`src/ewq_pkg.sv`:
```
// shared types and constants of the event-matched wait queue
package ewq_pkg;

    localparam logic [7:0] EVENT_NONE  = 8'd0;
    localparam logic [7:0] LOCKER_NONE = 8'd0;
    localparam logic [4:0] CAP_RESET   = 5'd16;

    typedef enum logic [1:0] {
        OP_ADD    = 2'd0,
        OP_TAKE   = 2'd1,
        OP_SIGNAL = 2'd2,
        OP_FLUSH  = 2'd3
    } t_op;

    typedef enum logic [1:0] {
        ACT_PLAIN   = 2'd0,
        ACT_RELEASE = 2'd1,
        ACT_SHUT    = 2'd2
    } t_action;

    typedef enum logic [1:0] {
        ST_IDLE,
        ST_EXEC,
        ST_FLUSH
    } t_state;

    typedef struct packed {
        logic [7:0] thread;
        logic [7:0] locker;
        logic [7:0] event_code;
    } t_waiter;

    typedef struct packed {
        logic load;
        logic take;
        logic shift;
    } t_cell_ctl;

endpackage

```
`src/event_matched_wait_queue.sv`:
```
// event-matched wait queue: a row of waiter slots with oldest-first matching
//
//  channel   | ports                                          | direction
//  ----------+------------------------------------------------+----------
//  command   | i_start, o_busy, i_op, i_thread_id,            | in
//            | i_locker_id, i_event_req                       |
//  result    | o_done, o_ok, o_action, o_found_thread,        | out
//            | o_found_locker, o_found_event, o_last          |
//  config    | i_cfg_we, i_cfg_data (capacity)                | in
//
// add, take and signal latch the command in ST_IDLE and do the match across the
// slot row in ST_EXEC; the result beat follows in the cycle after the match.
// flush gives one beat per waiter shifted out of slot 0, or a single beat when empty.
// reset empties the queue and sets capacity to 16; no clearing pass is needed.
// o_busy is high while a command is in work; results cannot be stalled.
module event_matched_wait_queue #(
    parameter int QUEUE_DEPTH = 16,
    parameter int ID_BITS     = 8
) (
    input  logic       i_clk,
    input  logic       i_rst_n,
    input  logic       i_start,
    output logic       o_busy,
    input  logic [1:0] i_op,
    input  logic [7:0] i_thread_id,
    input  logic [7:0] i_locker_id,
    input  logic [7:0] i_event_req,
    input  logic       i_cfg_we,
    input  logic [4:0] i_cfg_data,
    output logic       o_done,
    output logic       o_ok,
    output logic [1:0] o_action,
    output logic [7:0] o_found_thread,
    output logic [7:0] o_found_locker,
    output logic [7:0] o_found_event,
    output logic       o_last
);
    import ewq_pkg::*;

    localparam int         CW     = $clog2(QUEUE_DEPTH + 1);
    localparam int         IdW    = (ID_BITS < 8) ? ID_BITS : 8;
    localparam logic [7:0] IdMask = 8'((32'd1 << IdW) - 32'd1);
    localparam logic [7:0] DepthL = 8'(QUEUE_DEPTH);

    t_state    r_state, n_state;
    logic [CW-1:0] r_count, n_count;
    logic [4:0] r_cap;
    t_op       r_op;
    t_waiter   r_req;
    logic      r_done, n_done;
    logic      r_ok, n_ok;
    t_action   r_action, n_action;
    t_waiter   r_found, n_found;
    logic      r_last, n_last;

    t_cell_ctl ctl;
    t_waiter   req;
    t_waiter   new_w;
    logic      full;
    logic [7:0] cap_lim;

    t_waiter   cell_data  [QUEUE_DEPTH];
    logic      cell_prior [QUEUE_DEPTH+1];
    t_waiter   cell_found [QUEUE_DEPTH+1];

    assign cell_prior[0] = 1'b0;
    assign cell_found[0] = '0;

    for (genvar i = 0; i < QUEUE_DEPTH; i++) begin : g_cell
        t_cell_ctl c;
        t_waiter   nxt;
        assign c.load  = ctl.load && (r_count == CW'(i));
        assign c.take  = ctl.take;
        assign c.shift = ctl.shift;
        if (i < QUEUE_DEPTH - 1) begin : g_mid
            assign nxt = cell_data[i+1];
        end else begin : g_end
            assign nxt = '0;
        end
        ewq_cell u_cell (
            .i_clk      (i_clk),
            .i_ctl      (c),
            .i_occupied (r_count > CW'(i)),
            .i_req      (req),
            .i_new      (new_w),
            .i_next     (nxt),
            .i_prior    (cell_prior[i]),
            .i_found    (cell_found[i]),
            .o_data     (cell_data[i]),
            .o_prior    (cell_prior[i+1]),
            .o_found    (cell_found[i+1])
        );
    end

    always_comb begin
        cap_lim = ({3'b000, r_cap} > DepthL) ? DepthL : {3'b000, r_cap};
        full    = 8'(r_count) >= cap_lim;
        new_w   = r_req;
        req.thread     = '0;
        req.locker     = (r_op == OP_SIGNAL) ? LOCKER_NONE : r_req.locker;
        req.event_code = r_req.event_code;
    end

    // next state, counters and result beat
    always_comb begin
        n_state  = r_state;
        n_count  = r_count;
        n_done   = 1'b0;
        n_ok     = 1'b0;
        n_action = ACT_PLAIN;
        n_found  = '0;
        n_last   = 1'b0;
        ctl      = '0;
        unique case (r_state)
            ST_IDLE: begin
                if (i_start) begin
                    n_state = (t_op'(i_op) == OP_FLUSH) ? ST_FLUSH : ST_EXEC;
                end
            end
            ST_EXEC: begin
                n_state = ST_IDLE;
                n_done  = 1'b1;
                n_last  = 1'b1;
                case (r_op)
                    OP_ADD: begin
                        if (r_req.event_code != EVENT_NONE && r_req.locker != LOCKER_NONE
                                && !full) begin
                            ctl.load = 1'b1;
                            n_count  = r_count + 1'b1;
                            n_ok     = 1'b1;
                        end
                    end
                    OP_TAKE, OP_SIGNAL: begin
                        if (!(req.event_code == EVENT_NONE && req.locker == LOCKER_NONE)) begin
                            ctl.take = 1'b1;
                            if (cell_prior[QUEUE_DEPTH]) begin
                                n_ok     = 1'b1;
                                n_found  = cell_found[QUEUE_DEPTH];
                                n_count  = r_count - 1'b1;
                                n_action = (r_op == OP_SIGNAL) ? ACT_RELEASE : ACT_PLAIN;
                            end
                        end
                    end
                    default: begin
                    end
                endcase
            end
            ST_FLUSH: begin
                n_done = 1'b1;
                n_ok   = 1'b1;
                if (r_count == '0) begin
                    n_last  = 1'b1;
                    n_state = ST_IDLE;
                end else begin
                    ctl.shift = 1'b1;
                    n_action  = ACT_SHUT;
                    n_found   = cell_data[0];
                    n_last    = (r_count == CW'(1));
                    n_count   = r_count - 1'b1;
                    if (r_count == CW'(1)) begin
                        n_state = ST_IDLE;
                    end
                end
            end
            default: begin
                n_state = ST_IDLE;
            end
        endcase
        if (i_cfg_we) begin
            n_count = '0;
        end
    end

    always_ff @(posedge i_clk) begin
        if (!i_rst_n) begin
            r_state <= ST_IDLE;
            r_count <= '0;
            r_cap   <= CAP_RESET;
            r_done  <= 1'b0;
        end else begin
            r_state <= n_state;
            r_count <= n_count;
            r_done  <= n_done;
            if (i_cfg_we) begin
                r_cap <= i_cfg_data;
            end
        end
    end

    always_ff @(posedge i_clk) begin
        if (i_start && r_state == ST_IDLE) begin
            r_op             <= t_op'(i_op);
            r_req.thread     <= i_thread_id & IdMask;
            r_req.locker     <= i_locker_id & IdMask;
            r_req.event_code <= i_event_req;
        end
        r_ok     <= n_ok;
        r_action <= n_action;
        r_found  <= n_found;
        r_last   <= n_last;
    end

    assign o_busy         = (r_state != ST_IDLE);
    assign o_done         = r_done;
    assign o_ok           = r_ok;
    assign o_action       = r_action;
    assign o_found_thread = r_found.thread;
    assign o_found_locker = r_found.locker;
    assign o_found_event  = r_found.event_code;
    assign o_last         = r_last;

    a_count_bound: assert property (@(posedge i_clk) disable iff (!i_rst_n)
        32'(r_count) <= QUEUE_DEPTH)
        else $error("waiter count beyond depth");

    a_beat_from_work: assert property (@(posedge i_clk) disable iff (!i_rst_n)
        $rose(r_done) |-> $past(r_state != ST_IDLE))
        else $error("result beat without a command in work");

    a_flush_empties: assert property (@(posedge i_clk) disable iff (!i_rst_n)
        (r_done && r_action == ACT_SHUT && r_last) |-> (r_count == '0))
        else $error("queue not empty after final flush beat");

    a_fail_zero: assert property (@(posedge i_clk) disable iff (!i_rst_n)
        (r_done && !r_ok) |-> (r_found == '0 && r_action == ACT_PLAIN))
        else $error("failed beat carries waiter data");

endmodule

```
`src/ewq_cell.sv`:
```
// one queue slot: holds a waiter, matches a take request and shifts towards the head
module ewq_cell (
    input  logic              i_clk,
    input  ewq_pkg::t_cell_ctl i_ctl,
    input  logic              i_occupied,
    input  ewq_pkg::t_waiter  i_req,
    input  ewq_pkg::t_waiter  i_new,
    input  ewq_pkg::t_waiter  i_next,
    input  logic              i_prior,
    input  ewq_pkg::t_waiter  i_found,
    output ewq_pkg::t_waiter  o_data,
    output logic              o_prior,
    output ewq_pkg::t_waiter  o_found
);
    import ewq_pkg::*;

    t_waiter r_data;
    logic    match;

    always_comb begin
        match = i_ctl.take && i_occupied
             && (i_req.event_code == EVENT_NONE || r_data.event_code == i_req.event_code)
             && (i_req.locker == LOCKER_NONE || r_data.locker == i_req.locker);
        o_prior = i_prior | match;
        o_found = (match && !i_prior) ? r_data : i_found;
        o_data  = r_data;
    end

    always_ff @(posedge i_clk) begin
        if (i_ctl.load) begin
            r_data <= i_new;
        end else if (i_ctl.shift || (i_ctl.take && (i_prior || match))) begin
            r_data <= i_next;
        end
    end

endmodule

```
`config.mk`:
```
export PLATFORM = sky130hd
export DESIGN_NAME = event_matched_wait_queue
export DESIGN_NICKNAME = d
export VERILOG_FILES = /design/src/ewq_pkg.sv /design/src/event_matched_wait_queue.sv /design/src/ewq_cell.sv
export SDC_FILE = /design/constraint.sdc
export NUM_CORES = 1
export LEC_CHECK = 0
export ABC_AREA = 1
export ABC_CLOCK_PERIOD_IN_PS = 12800
export CAP_MARGIN = 20
export CELL_PAD_IN_SITES_DETAIL_PLACEMENT = 2
export CELL_PAD_IN_SITES_GLOBAL_PLACEMENT = 2
export CORE_MARGIN = 4
export CORE_UTILIZATION = 40
export DETAILED_ROUTE_END_ITERATION = 7
export DONT_BUFFER_PORTS = 1
export PLACE_DENSITY = 0.86
export SYNTH_ARGS = -nofsm -noshare
export SYNTH_HDL_FRONTEND = slang
export SYNTH_SLANG_ARGS = --single-unit
```
`constraint.sdc`:
```
create_clock -name i_clk -period 12.8 [get_ports i_clk]
set_input_delay 1.28 -clock i_clk [delete_from_list [all_inputs] [get_ports i_clk]]
set_output_delay 1.28 -clock i_clk [all_outputs]
set_load 0.005 [all_outputs]
```
==> out/metrics.yaml <==
holdCritStartpoint: "r_state[0]"
cts_tree: "yes"
dr.pass1.iters: 5
clkSinkCount: 451
synth_area_mm2: 0.02592
period_share_pct: 47.12
fin_tns_setup_ns: 0
grt-ovfl-total: 0
track_usage_pct: 31.53
worst_pin_slew_ns: 1.104
cts-root-buf: "clkbuf_16"
drtIter0Drc: 2435
rsz0062_at_grt: "no"
synth_area_per_cell_um2: 8.183
clk_latency_ns: 0.64
synth.top_cells.by_count: "nand2_1 (968), o21ai_0 (438), edfxtp_1 (410)"
peakVddDrop_v: 0.00009745
fin_worst_skew_ns: 0.03441
routed_wl_mm: 112.2
viasPerCell: 5.930
cts_buffers: 53
cts_hold_buf: 0
power_density_mw_per_mm2: 118.2
yosys-top-cells-area: "edfxtp_1 (47%), nand2_1 (14%), o21ai_0 (8.5%)"
ys_seq_elements: 451
grt_antenna_before_repair: 4
post_cts_buffers: 0
wl_per_cell_um: 27.95
ys_warn_count: 0
cap_violations: 0
yosys.area.top_type: "edfxtp_1"
ios: 65
ys_seq_area_share_pct: 50.66
clkTransAtPathRegs_ns: 0.06
fmax_ghz: 0.1658
worstSetupPathType: "flop to flop"
nets: 3166
final_cell_area_mm2: 0.02842
status: "completed"
die_y_um: 262.6
grt_first_pass_wirelength_mm: 166.0
synth_most_common_cell: "nand2_1"
crit_fanout: 24
numPortBuffers: 0
slew-limit-headroom_pct: 25.41
rr_endpoint: "g_cell[14].u_cell.o_data[15]"
die_w_um: 262.6
cts_max_level: 2
r2r_slack_ns: 6.77
worstPathArrival_ns: 6.15
drive_gt1_share_pct: 7.631
hold_path_end: "r_state[0]"
startpoint_type: "flop"
cts_buffer_depth: 3
synth_edf_count: 410
end_kind: "flop"
setup_viol: 0
remaining_drc_errors: 0
vias: 23800
die_area_mm2: 0.06895
gp_congestion: 0.9577
p_leak_nw: 11.97
synth_top_area_share_pct: 47.49
synth_fp_nets: 3220
cp_data_required_time_ns: 12.92
num_rows: 93
async_flop_share_pct: 0
drt.antenna.violating_nets: 0
yosysUniqueCellTypes: 54
postPlaceCellArea_mm2: 0.02678
holdPathStages: 2
start_util_pct: 40.29
slew_viol_final: 0
reg2reg_from: "new_w[3]"
min_period_ns: 6.031
hold_class: "flop to flop"
hpwl_mm: 83.04
startpoint: "new_w[3]"
synth_flop_cell: "edfxtp_1"
grt_max_degree: 50
hold_violations: 0
rr_worst_depth: 23
ctsResizeCount: 0
synthCells: 3168
area_growth_pct: 9.639
grt_pass1_vias: 25490
core_area_mm2: 0.06435
how the worst max path moves through the flow:
| stage | cells after the start | endpoint |
|---|---|---|
| 2_1_floorplan | 14 | g_cell[9].u_cell.o_data[0] |
| 3_3_place_gp | 24 | g_cell[15].u_cell.o_data[5] |
| 3_5_place_dp | 23 | g_cell[14].u_cell.o_data[5] |
| 4_1_cts | 25 | g_cell[14].u_cell.o_data[15] |
| 5_1_grt | 26 | g_cell[14].u_cell.o_data[15] |
| 6_report | 23 | g_cell[14].u_cell.o_data[15] |
per-layer routing:
layer  track usage [%]  up-vias  part of all wire [%]  wire, um
li1                  -    10510                     -         -
met1             41.09    12210                    42     46730
met2             51.60      860                    47     52290
met3             6.778      226                   7.5      8406
met4             12.29        2                   4.3      4771
met5                 0        -                0.0071         8
stage by stage:
step           total power [mW]  setup WS [ns]  instances  util, %  hold slack [ns]
3_3_place_gp              1.893          7.072       3913    41.60           0.4608
5_1_grt                   3.460          6.467       4013    44.17           0.5339
2_1_floorplan             1.812          8.553       3168        -           0.4443
3_5_place_dp              1.909          6.884       3914    41.62           0.4947
4_1_cts                   3.370          6.862       4013    44.17           0.5080
6_report                  3.360          6.769       4014    44.17           0.5059
critical path: stages (launching register included):
cell      delay (ns)
edfxtp_1        0.72
nor2_1          0.21
nand2_1         0.08
nor2_2          0.69
nand3_2         0.29
nand2_1         0.47
nor2_1          0.16
and3_4          0.23
nor2_4          0.11
nand2_2         0.09
nor2_4          0.14
nand2_2         0.08
nor2_4          0.14
nand2_2         0.13
nor2_4          0.10
nand2_2         0.07
nor2_4          0.15
nand2_2         0.10
nor2_4          0.20
nand2_4         0.09
inv_2           0.09
nand2_4         0.07
inv_1           0.35
nand3_2         0.70
placed cells by master, fill, tap and decap left out, types with 7 or more instances in the layout:
cell | Yosys | routed
nor2_1 | 255 | 254
dfxtp_1 | 41 | 41
buf_4 | 6 | 62
or2_2 | 46 | 46
a221oi_1 | 7 | 7
inv_2 | 10 | 10
ha_1 | 17 | 17
clkbuf_1 | 139 | 18
nand2_1 | 968 | 968
o21ai_0 | 438 | 438
nand3_2 | 2 | 7
o22ai_1 | 15 | 15
nor4_1 | 9 | 9
nor2_2 | 12 | 13
nand4_1 | 59 | 59
nand3_1 | 143 | 138
clkbuf_16 | 0 | 53
nand2_4 | 8 | 8
xor2_1 | 52 | 52
a21oi_1 | 90 | 90
nor3_1 | 17 | 17
o211ai_1 | 9 | 9
o41ai_1 | 11 | 11
edfxtp_1 | 410 | 410
o2111ai_1 | 14 | 14
xnor2_1 | 72 | 72
inv_1 | 230 | 230
nand2_2 | 10 | 10
nor2_4 | 8 | 8
clkinv_1 | 5 | 19
cell type report:
type | count | area, um^2
diodes | 1 | 2.502
clock buffers | 75 | 1449
clock inverters | 24 | 187.7
fillers | 7080 | 35930
inverters | 247 | 937.1
multi-input cells | 2298 | 11160
flip-flops and latches | 451 | 13130
well taps | 855 | 1070
repair buffers | 63 | 480.5
power breakdown:
group | internal [mW] | switching [mW] | total [mW]
sequential | 1.62 | 0.0238 | 1.64
clock | 0.810 | 0.664 | 1.47
combinational | 0.0632 | 0.183 | 0.246
total | 2.49 | 0.871 | 3.36
kinds of logic (layout without fill, tap and decap cells):
family	Yosys count	count (layout)	synth area share, %
simple gates	1553	1553	25.42
compound gates	604	604	12.52
other cells	0	1	0
xor+xnor	124	124	4.189
buf+inv	419	409	6.385
fa+ha+maj	17	17	0.8205
flops	451	451	50.66
flip-flops by register name, indices dropped and copies added, names as in the netlist:
register / count
g_cell.u_cell.o_data: 384
new_w: 24
o_found_event: 8
o_found_locker: 8
o_found_thread: 8
r_cap: 5
r_count: 5
o_action: 2
r_op: 2
r_state: 2
o_done: 1
o_last: 1
o_ok: 1
No activity file was read; power rests on OpenSTA's default activity.
